File: src/seek_pkg.sv
package seek_pkg;

    // default disk geometry limits
    localparam int MAX_TRACKS_DEF  = 32;
    localparam int MAX_SECTORS_DEF = 64;

    // payload field widths
    localparam int SECTOR_ID_W = 11;
    localparam int TIME_W      = 23;

    // configuration register widths
    localparam int NUM_TRACKS_W  = 6;
    localparam int NUM_SECTORS_W = 7;
    localparam int INC_W         = 6;
    localparam int DELAY_W       = 16;

    // configuration port
    localparam int APB_DATA_W = 32;
    localparam int APB_ADDR_W = 5;
    localparam int REG_IDX_W  = 3;

    // register indexes
    localparam logic [REG_IDX_W-1:0] REG_NUM_TRACKS       = 3'd0;
    localparam logic [REG_IDX_W-1:0] REG_NUM_SECTORS      = 3'd1;
    localparam logic [REG_IDX_W-1:0] REG_SECTOR_INCREMENT = 3'd2;
    localparam logic [REG_IDX_W-1:0] REG_TRACK_DELAY      = 3'd3;
    localparam logic [REG_IDX_W-1:0] REG_SECTOR_DELAY     = 3'd4;

    // register reset values
    localparam logic [NUM_TRACKS_W-1:0]  NUM_TRACKS_RST       = 6'd32;
    localparam logic [NUM_SECTORS_W-1:0] NUM_SECTORS_RST      = 7'd64;
    localparam logic [INC_W-1:0]         SECTOR_INCREMENT_RST = 6'd1;
    localparam logic [DELAY_W-1:0]       TRACK_DELAY_RST      = 16'd256;
    localparam logic [DELAY_W-1:0]       SECTOR_DELAY_RST     = 16'd16;

    // which value the shared divider works on
    typedef enum logic [1:0] {
        DIV_SEL_HEAD,
        DIV_SEL_INC,
        DIV_SEL_TGT
    } seek_div_sel_t;

    // controller states
    typedef enum logic [3:0] {
        ST_IDLE,
        ST_DIV_HEAD,
        ST_WAIT_HEAD,
        ST_DIV_INC,
        ST_WAIT_INC,
        ST_DIV_TGT,
        ST_WAIT_TGT,
        ST_CHECK,
        ST_STEP,
        ST_SECTOR_WAIT,
        ST_EMIT
    } seek_state_t;

    // controller to datapath
    typedef struct packed {
        logic          load;
        logic          div_start;
        seek_div_sel_t div_sel;
        logic          step;
        logic          sector_wait;
        logic          emit;
    } seek_cmd_t;

    // datapath to controller
    typedef struct packed {
        logic div_done;
        logic bad;
        logic at_target;
        logic more_steps;
        logic last;
        logic out_free;
    } seek_status_t;

endpackage

File: src/seek_div.sv
module seek_div #(
    parameter int DVD_W = 11,
    parameter int DVS_W = 7
) (
    input  logic             clk,
    input  logic             rst_n,
    input  logic             start,
    input  logic [DVD_W-1:0] dividend,
    input  logic [DVS_W-1:0] divisor,
    output logic             done,
    output logic [DVD_W-1:0] quotient,
    output logic [DVS_W-1:0] remainder
);
    localparam int CNT_W = $clog2(DVD_W + 1);

    logic             busy_reg, busy_next;
    logic             done_reg, done_next;
    logic [CNT_W-1:0] cnt_reg, cnt_next;
    logic [DVD_W-1:0] dvd_reg, dvd_next;
    logic [DVD_W-1:0] quo_reg, quo_next;
    logic [DVS_W-1:0] rem_reg, rem_next;

    logic [DVS_W:0] shifted;
    logic [DVS_W:0] diff;
    logic           ge;

    // one restoring step: shift in the next dividend bit and try to subtract
    always_comb
    begin
        shifted = {rem_reg, dvd_reg[DVD_W-1]};
        diff    = shifted - {1'b0, divisor};
        ge      = shifted >= {1'b0, divisor};
    end

    // iteration control
    always_comb
    begin
        busy_next = busy_reg;
        done_next = 1'b0;
        cnt_next  = cnt_reg;
        dvd_next  = dvd_reg;
        quo_next  = quo_reg;
        rem_next  = rem_reg;
        if (start)
        begin
            busy_next = 1'b1;
            cnt_next  = CNT_W'(DVD_W);
            dvd_next  = dividend;
            quo_next  = '0;
            rem_next  = '0;
        end
        else if (busy_reg)
        begin
            dvd_next = dvd_reg << 1;
            quo_next = {quo_reg[DVD_W-2:0], ge};
            rem_next = ge ? diff[DVS_W-1:0] : shifted[DVS_W-1:0];
            cnt_next = cnt_reg - 1'b1;
            if (cnt_reg == CNT_W'(1))
            begin
                busy_next = 1'b0;
                done_next = 1'b1;
            end
        end
    end

    // control registers
    always_ff @(posedge clk or negedge rst_n)
    begin
        if (!rst_n)
        begin
            busy_reg <= 1'b0;
            done_reg <= 1'b0;
        end
        else
        begin
            busy_reg <= busy_next;
            done_reg <= done_next;
        end
    end

    // working registers
    always_ff @(posedge clk)
    begin
        cnt_reg <= cnt_next;
        dvd_reg <= dvd_next;
        quo_reg <= quo_next;
        rem_reg <= rem_next;
    end

    assign done      = done_reg;
    assign quotient  = quo_reg;
    assign remainder = rem_reg;
endmodule

File: src/seek_dp.sv
module seek_dp #(
    parameter  int MAX_TRACKS  = seek_pkg::MAX_TRACKS_DEF,
    parameter  int MAX_SECTORS = seek_pkg::MAX_SECTORS_DEF,
    localparam int NT_W        = $clog2(MAX_TRACKS + 1),
    localparam int NS_W        = $clog2(MAX_SECTORS + 1)
) (
    input  logic                               clk,
    input  logic                               rst_n,
    input  seek_pkg::seek_cmd_t                cmd,
    output seek_pkg::seek_status_t             status,
    input  logic [seek_pkg::SECTOR_ID_W-1:0]   target_sector,
    input  logic [NT_W-1:0]                    nt,
    input  logic [NS_W-1:0]                    ns,
    input  logic [seek_pkg::INC_W-1:0]         sector_increment,
    input  logic [seek_pkg::DELAY_W-1:0]       step_delay,
    input  logic [seek_pkg::DELAY_W-1:0]       sector_delay,
    output logic                               out_valid,
    input  logic                               out_ready,
    output logic [seek_pkg::SECTOR_ID_W-1:0]   visited_sector,
    output logic [seek_pkg::TIME_W-1:0]        elapsed_time,
    output logic                               bad_request,
    output logic                               last_of_run
);
    import seek_pkg::*;

    localparam int TRACK_W  = (MAX_TRACKS > 1) ? $clog2(MAX_TRACKS) : 1;
    localparam int SECTOR_W = (MAX_SECTORS > 1) ? $clog2(MAX_SECTORS) : 1;
    localparam int LIMIT    = 2 * MAX_TRACKS - 2;
    localparam int CNT_W    = $clog2(LIMIT + 1);
    localparam int FULL_W   = SECTOR_ID_W + TRACK_W + NS_W;
    localparam int PROD_W   = NS_W + DELAY_W;

    // head state
    logic [TRACK_W-1:0]  head_track_reg, head_track_next;
    logic [SECTOR_W-1:0] head_sector_reg, head_sector_next;
    logic                moving_up_reg, moving_up_next;

    // request state
    logic [SECTOR_ID_W-1:0] tgt_reg, tgt_next;
    logic [SECTOR_ID_W-1:0] t_track_reg, t_track_next;
    logic [SECTOR_W-1:0]    t_sector_reg, t_sector_next;
    logic [SECTOR_W-1:0]    inc_reg, inc_next;
    logic [TIME_W-1:0]      time_reg, time_next;
    logic [CNT_W-1:0]       cnt_reg, cnt_next;

    // output register
    logic                   out_valid_reg, out_valid_next;
    logic [SECTOR_ID_W-1:0] out_id_reg, out_id_next;
    logic [TIME_W-1:0]      out_time_reg, out_time_next;
    logic                   out_bad_reg, out_bad_next;
    logic                   out_last_reg, out_last_next;

    // divider
    logic                   div_done;
    logic [SECTOR_ID_W-1:0] div_dividend;
    logic [SECTOR_ID_W-1:0] div_quo;
    logic [NS_W-1:0]        div_rem;

    // combinational helpers
    logic [NT_W-1:0]     nt_m1;
    logic [NS_W:0]       sec_sum;
    logic [SECTOR_W-1:0] sec_stepped;
    logic [NS_W-1:0]     sec_gap;
    logic [PROD_W-1:0]   wait_prod;
    logic [FULL_W-1:0]   id_full;
    logic                at_top;
    logic                track_hit;
    logic                sector_hit;
    logic                bad;
    logic                more_steps;

    // divider operand select
    always_comb
    begin
        case (cmd.div_sel)
            DIV_SEL_HEAD: div_dividend = SECTOR_ID_W'(head_sector_reg);
            DIV_SEL_INC:  div_dividend = SECTOR_ID_W'(sector_increment);
            DIV_SEL_TGT:  div_dividend = tgt_reg;
            default:      div_dividend = tgt_reg;
        endcase
    end

    seek_div #(
        .DVD_W (SECTOR_ID_W),
        .DVS_W (NS_W)
    ) u_div (
        .clk       (clk),
        .rst_n     (rst_n),
        .start     (cmd.div_start),
        .dividend  (div_dividend),
        .divisor   (ns),
        .done      (div_done),
        .quotient  (div_quo),
        .remainder (div_rem)
    );

    // compares, sector arithmetic and the linear id
    always_comb
    begin
        nt_m1       = nt - 1'b1;
        at_top      = NT_W'(head_track_reg) == nt_m1;
        track_hit   = t_track_reg == SECTOR_ID_W'(head_track_reg);
        sector_hit  = t_sector_reg == head_sector_reg;
        bad         = t_track_reg >= SECTOR_ID_W'(nt);
        more_steps  = !track_hit && (cnt_reg < CNT_W'(LIMIT));
        sec_sum     = (NS_W + 1)'(head_sector_reg) + (NS_W + 1)'(inc_reg);
        if (sec_sum >= (NS_W + 1)'(ns))
            sec_sum = sec_sum - (NS_W + 1)'(ns);
        sec_stepped = sec_sum[SECTOR_W-1:0];
        if (t_sector_reg >= head_sector_reg)
            sec_gap = NS_W'(t_sector_reg) - NS_W'(head_sector_reg);
        else
            sec_gap = NS_W'(t_sector_reg) + ns - NS_W'(head_sector_reg);
        wait_prod   = PROD_W'(sec_gap) * PROD_W'(sector_delay);
        id_full     = FULL_W'(head_track_reg) * FULL_W'(ns) + FULL_W'(head_sector_reg);
    end

    // next-state logic
    always_comb
    begin
        head_track_next  = head_track_reg;
        head_sector_next = head_sector_reg;
        moving_up_next   = moving_up_reg;
        tgt_next         = tgt_reg;
        t_track_next     = t_track_reg;
        t_sector_next    = t_sector_reg;
        inc_next         = inc_reg;
        time_next        = time_reg;
        cnt_next         = cnt_reg;

        // new request: clamp the head onto a shrunken disk
        if (cmd.load)
        begin
            tgt_next  = target_sector;
            time_next = '0;
            cnt_next  = '0;
            if (NT_W'(head_track_reg) >= nt)
                head_track_next = nt_m1[TRACK_W-1:0];
        end

        // capture division results
        if (div_done)
        begin
            case (cmd.div_sel)
                DIV_SEL_HEAD: head_sector_next = div_rem[SECTOR_W-1:0];
                DIV_SEL_INC:  inc_next         = div_rem[SECTOR_W-1:0];
                DIV_SEL_TGT:
                begin
                    t_track_next  = div_quo;
                    t_sector_next = div_rem[SECTOR_W-1:0];
                end
                default: ;
            endcase
        end

        // one track step, reversing at either edge of the disk
        if (cmd.step)
        begin
            time_next        = time_reg + TIME_W'(step_delay);
            head_sector_next = sec_stepped;
            cnt_next         = cnt_reg + 1'b1;
            if (moving_up_reg)
            begin
                if (at_top)
                begin
                    moving_up_next  = 1'b0;
                    head_track_next = head_track_reg - 1'b1;
                end
                else
                    head_track_next = head_track_reg + 1'b1;
            end
            else
            begin
                if (head_track_reg == '0)
                begin
                    moving_up_next  = 1'b1;
                    head_track_next = head_track_reg + 1'b1;
                end
                else
                    head_track_next = head_track_reg - 1'b1;
            end
        end

        // rotational wait on the target track
        if (cmd.sector_wait)
        begin
            time_next        = time_reg + TIME_W'(wait_prod);
            head_sector_next = t_sector_reg;
        end
    end

    // output register, freed by a transfer
    always_comb
    begin
        out_valid_next = out_valid_reg;
        out_id_next    = out_id_reg;
        out_time_next  = out_time_reg;
        out_bad_next   = out_bad_reg;
        out_last_next  = out_last_reg;
        if (out_valid_reg && out_ready)
            out_valid_next = 1'b0;
        if (cmd.emit)
        begin
            out_valid_next = 1'b1;
            out_id_next    = id_full[SECTOR_ID_W-1:0];
            out_time_next  = bad ? '0 : time_reg;
            out_bad_next   = bad;
            out_last_next  = status.last;
        end
    end

    // control registers
    always_ff @(posedge clk or negedge rst_n)
    begin
        if (!rst_n)
        begin
            head_track_reg  <= '0;
            head_sector_reg <= '0;
            moving_up_reg   <= 1'b1;
            out_valid_reg   <= 1'b0;
        end
        else
        begin
            head_track_reg  <= head_track_next;
            head_sector_reg <= head_sector_next;
            moving_up_reg   <= moving_up_next;
            out_valid_reg   <= out_valid_next;
        end
    end

    // payload registers
    always_ff @(posedge clk)
    begin
        tgt_reg      <= tgt_next;
        t_track_reg  <= t_track_next;
        t_sector_reg <= t_sector_next;
        inc_reg      <= inc_next;
        time_reg     <= time_next;
        cnt_reg      <= cnt_next;
        out_id_reg   <= out_id_next;
        out_time_reg <= out_time_next;
        out_bad_reg  <= out_bad_next;
        out_last_reg <= out_last_next;
    end

    // status to the controller
    always_comb
    begin
        status.div_done   = div_done;
        status.bad        = bad;
        status.at_target  = track_hit && sector_hit;
        status.more_steps = more_steps;
        status.last       = bad || (!more_steps && sector_hit);
        status.out_free   = !out_valid_reg || out_ready;
    end

    assign out_valid      = out_valid_reg;
    assign visited_sector = out_id_reg;
    assign elapsed_time   = out_time_reg;
    assign bad_request    = out_bad_reg;
    assign last_of_run    = out_last_reg;
endmodule

File: config.mk
export PLATFORM = sky130hd
export DESIGN_NAME = seek_dp
export DESIGN_NICKNAME = d
export VERILOG_FILES = /design/src/seek_pkg.sv /design/src/seek_div.sv /design/src/seek_dp.sv
export SDC_FILE = /design/constraint.sdc
export NUM_CORES = 1
export LEC_CHECK = 0
export ABC_AREA = 1
export ABC_CLOCK_PERIOD_IN_PS = 6400
export BUFFER_PORTS_ARGS = -buffer_cell sky130_fd_sc_hd__buf_4
export CAP_MARGIN = 20
export CORE_ASPECT_RATIO = 0.5
export CORE_MARGIN = 3
export CORE_UTILIZATION = 40
export CTS_CLUSTER_SIZE = 14
export DETAILED_ROUTE_END_ITERATION = 8
export GPL_TIMING_DRIVEN = 0
export MAX_ROUTING_LAYER = met4
export RECOVER_POWER = 100
export SYNTH_ARGS = -nofsm -noshare
export SYNTH_HDL_FRONTEND = slang
export SYNTH_SLANG_ARGS = --single-unit
File: constraint.sdc
create_clock -name clk -period 6.4 [get_ports clk]
set_input_delay 0 -clock clk [delete_from_list [all_inputs] [get_ports clk]]
set_output_delay 0 -clock clk [all_outputs]
set_load 0.01 [all_outputs]
==> metrics.cfg <==
[route]
drt_iter0_drc=792
route.detailed.drc=0
vias_per_cell=4.97
routedWlPerCell_um=15.3
postRouteAntennaNets=0
num_vias=12531
drt_wl_total_mm=38.5
first_pass_iters=5

[sta]
finalSetupTns_ns=0
slew_viol_final=38
rsz0062_at_grt=true
setup_viol=0
tightest_slew_ns=2.17
fin_crit_sh=0.962
setup_ws_ns=0.245
finClkSkew_ns=0.0114
period_needed_ns=6.15
relSlewSlack=-0.445
hold_viol=0
fmax_mhz=162

[die]
num_io_pins=115
fp.coreArea_sq_um=36100
die_h_um=142
start_util=0.409
dieArea_sq_um=39400
rows=49
die_w_um=278

[placement]
port_buffers=111
place_congestion=0.900
dpl_cell_area_sq_um=16200
post-place-ws_ns=-0.388
dpl.hpwl_mm=30.9

[global_routing]
track_usage=0.200
grt_pass1_wl_mm=60.9
overflow=0
antenna_found_initial=0
grt_max_degree=38
grt_pass1_vias=11821

[logic_synthesis]
synth_seq_cells=147
syn_nets=2171
yosysWarnings=0
syn_area_sq_um=14800
netlist_top_cells_count=inv_1, nand2_1, nor2_1, nand3_1, ha_1
ys_top_cells_by_area=edfxtp_1, fa_1, ha_1, inv_1, nand2_1
synth_top_area_frac=0.224
synth_ff_type=edfxtp_1
post-synth-top-area-cell=edfxtp_1
synth_seq_area_share=0.279
synth.most_common_cell=inv_1
postSynthAreaPerCell_sq_um=7.97
netlist_instances=1850
synth_cell_type_count=51
synth_edf_count=110
synthArstFlopShare=0.102

[run_status]
status=complete, but fails checks
violations=capacitance limit, slew limit

[cells_and_area]
finish.instance_area_sq_um=17300
post-route-util=0.479
layout.nets=2346
fillers=3599
drive_gt1_frac=0.116
area_delta_synth_final_pct=17.2
diodes=0

[setup_path]
arrival_ns=6.34
cpMostUsedCell=nand2_1
critical_path_class=register to register
cp_slowest_cell=fa_1
slowest_delay_ns=0.54
critPathCaptureType=register
path_max_fanout=10
cp_data_required_time_ns=6.58
start_kind=register

[clocking]
cts-root-buf=clkbuf_16
htreeDepth=4
clkLatencyLatePin_ns=0.44
cts_tree=built
clk_pin_slew_ns=0.07
clkSinkCount=147
cts_inserted_buffers=17
clockBufferDepth=2

[worst_hold_path]
hold_class=input port to register

[flow_run]
drv_cap=1

## layout by cell type (no fill, tap or decap), drive strengths merged, types with 14 or more instances in the layout
| cell | n |
|---|---|
| a21oi | 98 |
| buf | 90 |
| clkbuf | 98 |
| dfrtp | 14 |
| dfxtp | 22 |
| dlygate4sd3 | 25 |
| edfxtp | 110 |
| fa | 121 |
| ha | 128 |
| inv | 391 |
| nand2 | 372 |
| nand3 | 140 |
| nand4 | 20 |
| nor2 | 190 |
| o21ai | 82 |
| xnor2 | 21 |
| xor2 | 27 |
## cell type report
| class | count | area, sq um | area share |
|---|---|---|---|
| inverter | 381 | 1430 | 0.0829 |
| tap | 484 | 606 | 0.0350 |
| clock buffer | 18 | 439 | 0.0254 |
| buffer | 39 | 223 | 0.0129 |
| clock inverter | 14 | 158 | 0.00912 |
| multi-input combinational | 1283 | 9250 | 0.535 |
| timing repair buffer | 156 | 1060 | 0.0611 |
| sequential | 147 | 4130 | 0.239 |
## kinds of logic after synthesis
| kind of cell | share of synthesized area |
|---|---|
| DFF | 0.279 |
| xor gates and xnor gates | 0.0285 |
| and+or+nand+nor | 0.218 |
| buffers and inverters | 0.112 |
| AOI/OAI and AO/OA | 0.0896 |
| adders and majority gates | 0.273 |
## critical path: cells and delay by family, from the launching register on
family	cells	cell delay [ns]
flip-flops	1	0.41
adder cells (fa/ha/maj)	7	3.07
XOR/XNOR	1	0.17
AND/OR/NAND/NOR	13	1.44
buffers and inverters	5	0.46
AO/OA/AOI/OAI	3	0.37
## per-layer routing
metal	vias to the layer above	GRT usage	wire length (um)
li1	6255	-	-
met1	5945	0.259	17800
met2	283	0.328	18400
met3	48	0.0344	1710
met4	0	0.0491	652
met5	-	-	0
## what timing repair did
action                                  4_1_cts  5_1_grt
buffers inserted                              2       16
hold endpoints to repair                     54        0
hold buffers                                 25        0
endpoints found under the setup margin       16       16
pin swaps                                     1       17
resized for setup                            21       52
## stage by stage
stage          instances  hold WS, ns
4_1_cts             2505      0.00515
3_3_place_gp        2445      -0.0979
2_1_floorplan       1850       -0.296
6_report            2522       0.0340
5_1_grt             2522       0.0429
3_5_place_dp        2446      -0.0968
## worst paths after layout
kind,start,endpoint,slack [ns],cells past startpoint
worst max-delay path,t_sector_reg[2]$_DFFE_PP_,time_reg[20]$_DFFE_PP_,0.25,29
worst min-delay path,nt[4],head_track_reg[4]$_DFFE_PN0P_,0.03,5
worst max register to register,t_sector_reg[2]$_DFFE_PP_,time_reg[20]$_DFFE_PP_,0.25,29
worst min register to register,u_div.quotient[6]$_SDFFE_PP0P_,t_track_reg[6]$_DFFE_PP_,0.43,0
max in group asynchronous,rst_n,head_sector_reg[1]$_DFFE_PN0P_,4.88,3
min in group asynchronous,rst_n,moving_up_reg$_DFFE_PN1P_,0.06,2
Power is left out: the tool's default activity adds up to more than one toggle a clock period on the data nets, which glitch-free logic cannot reach.
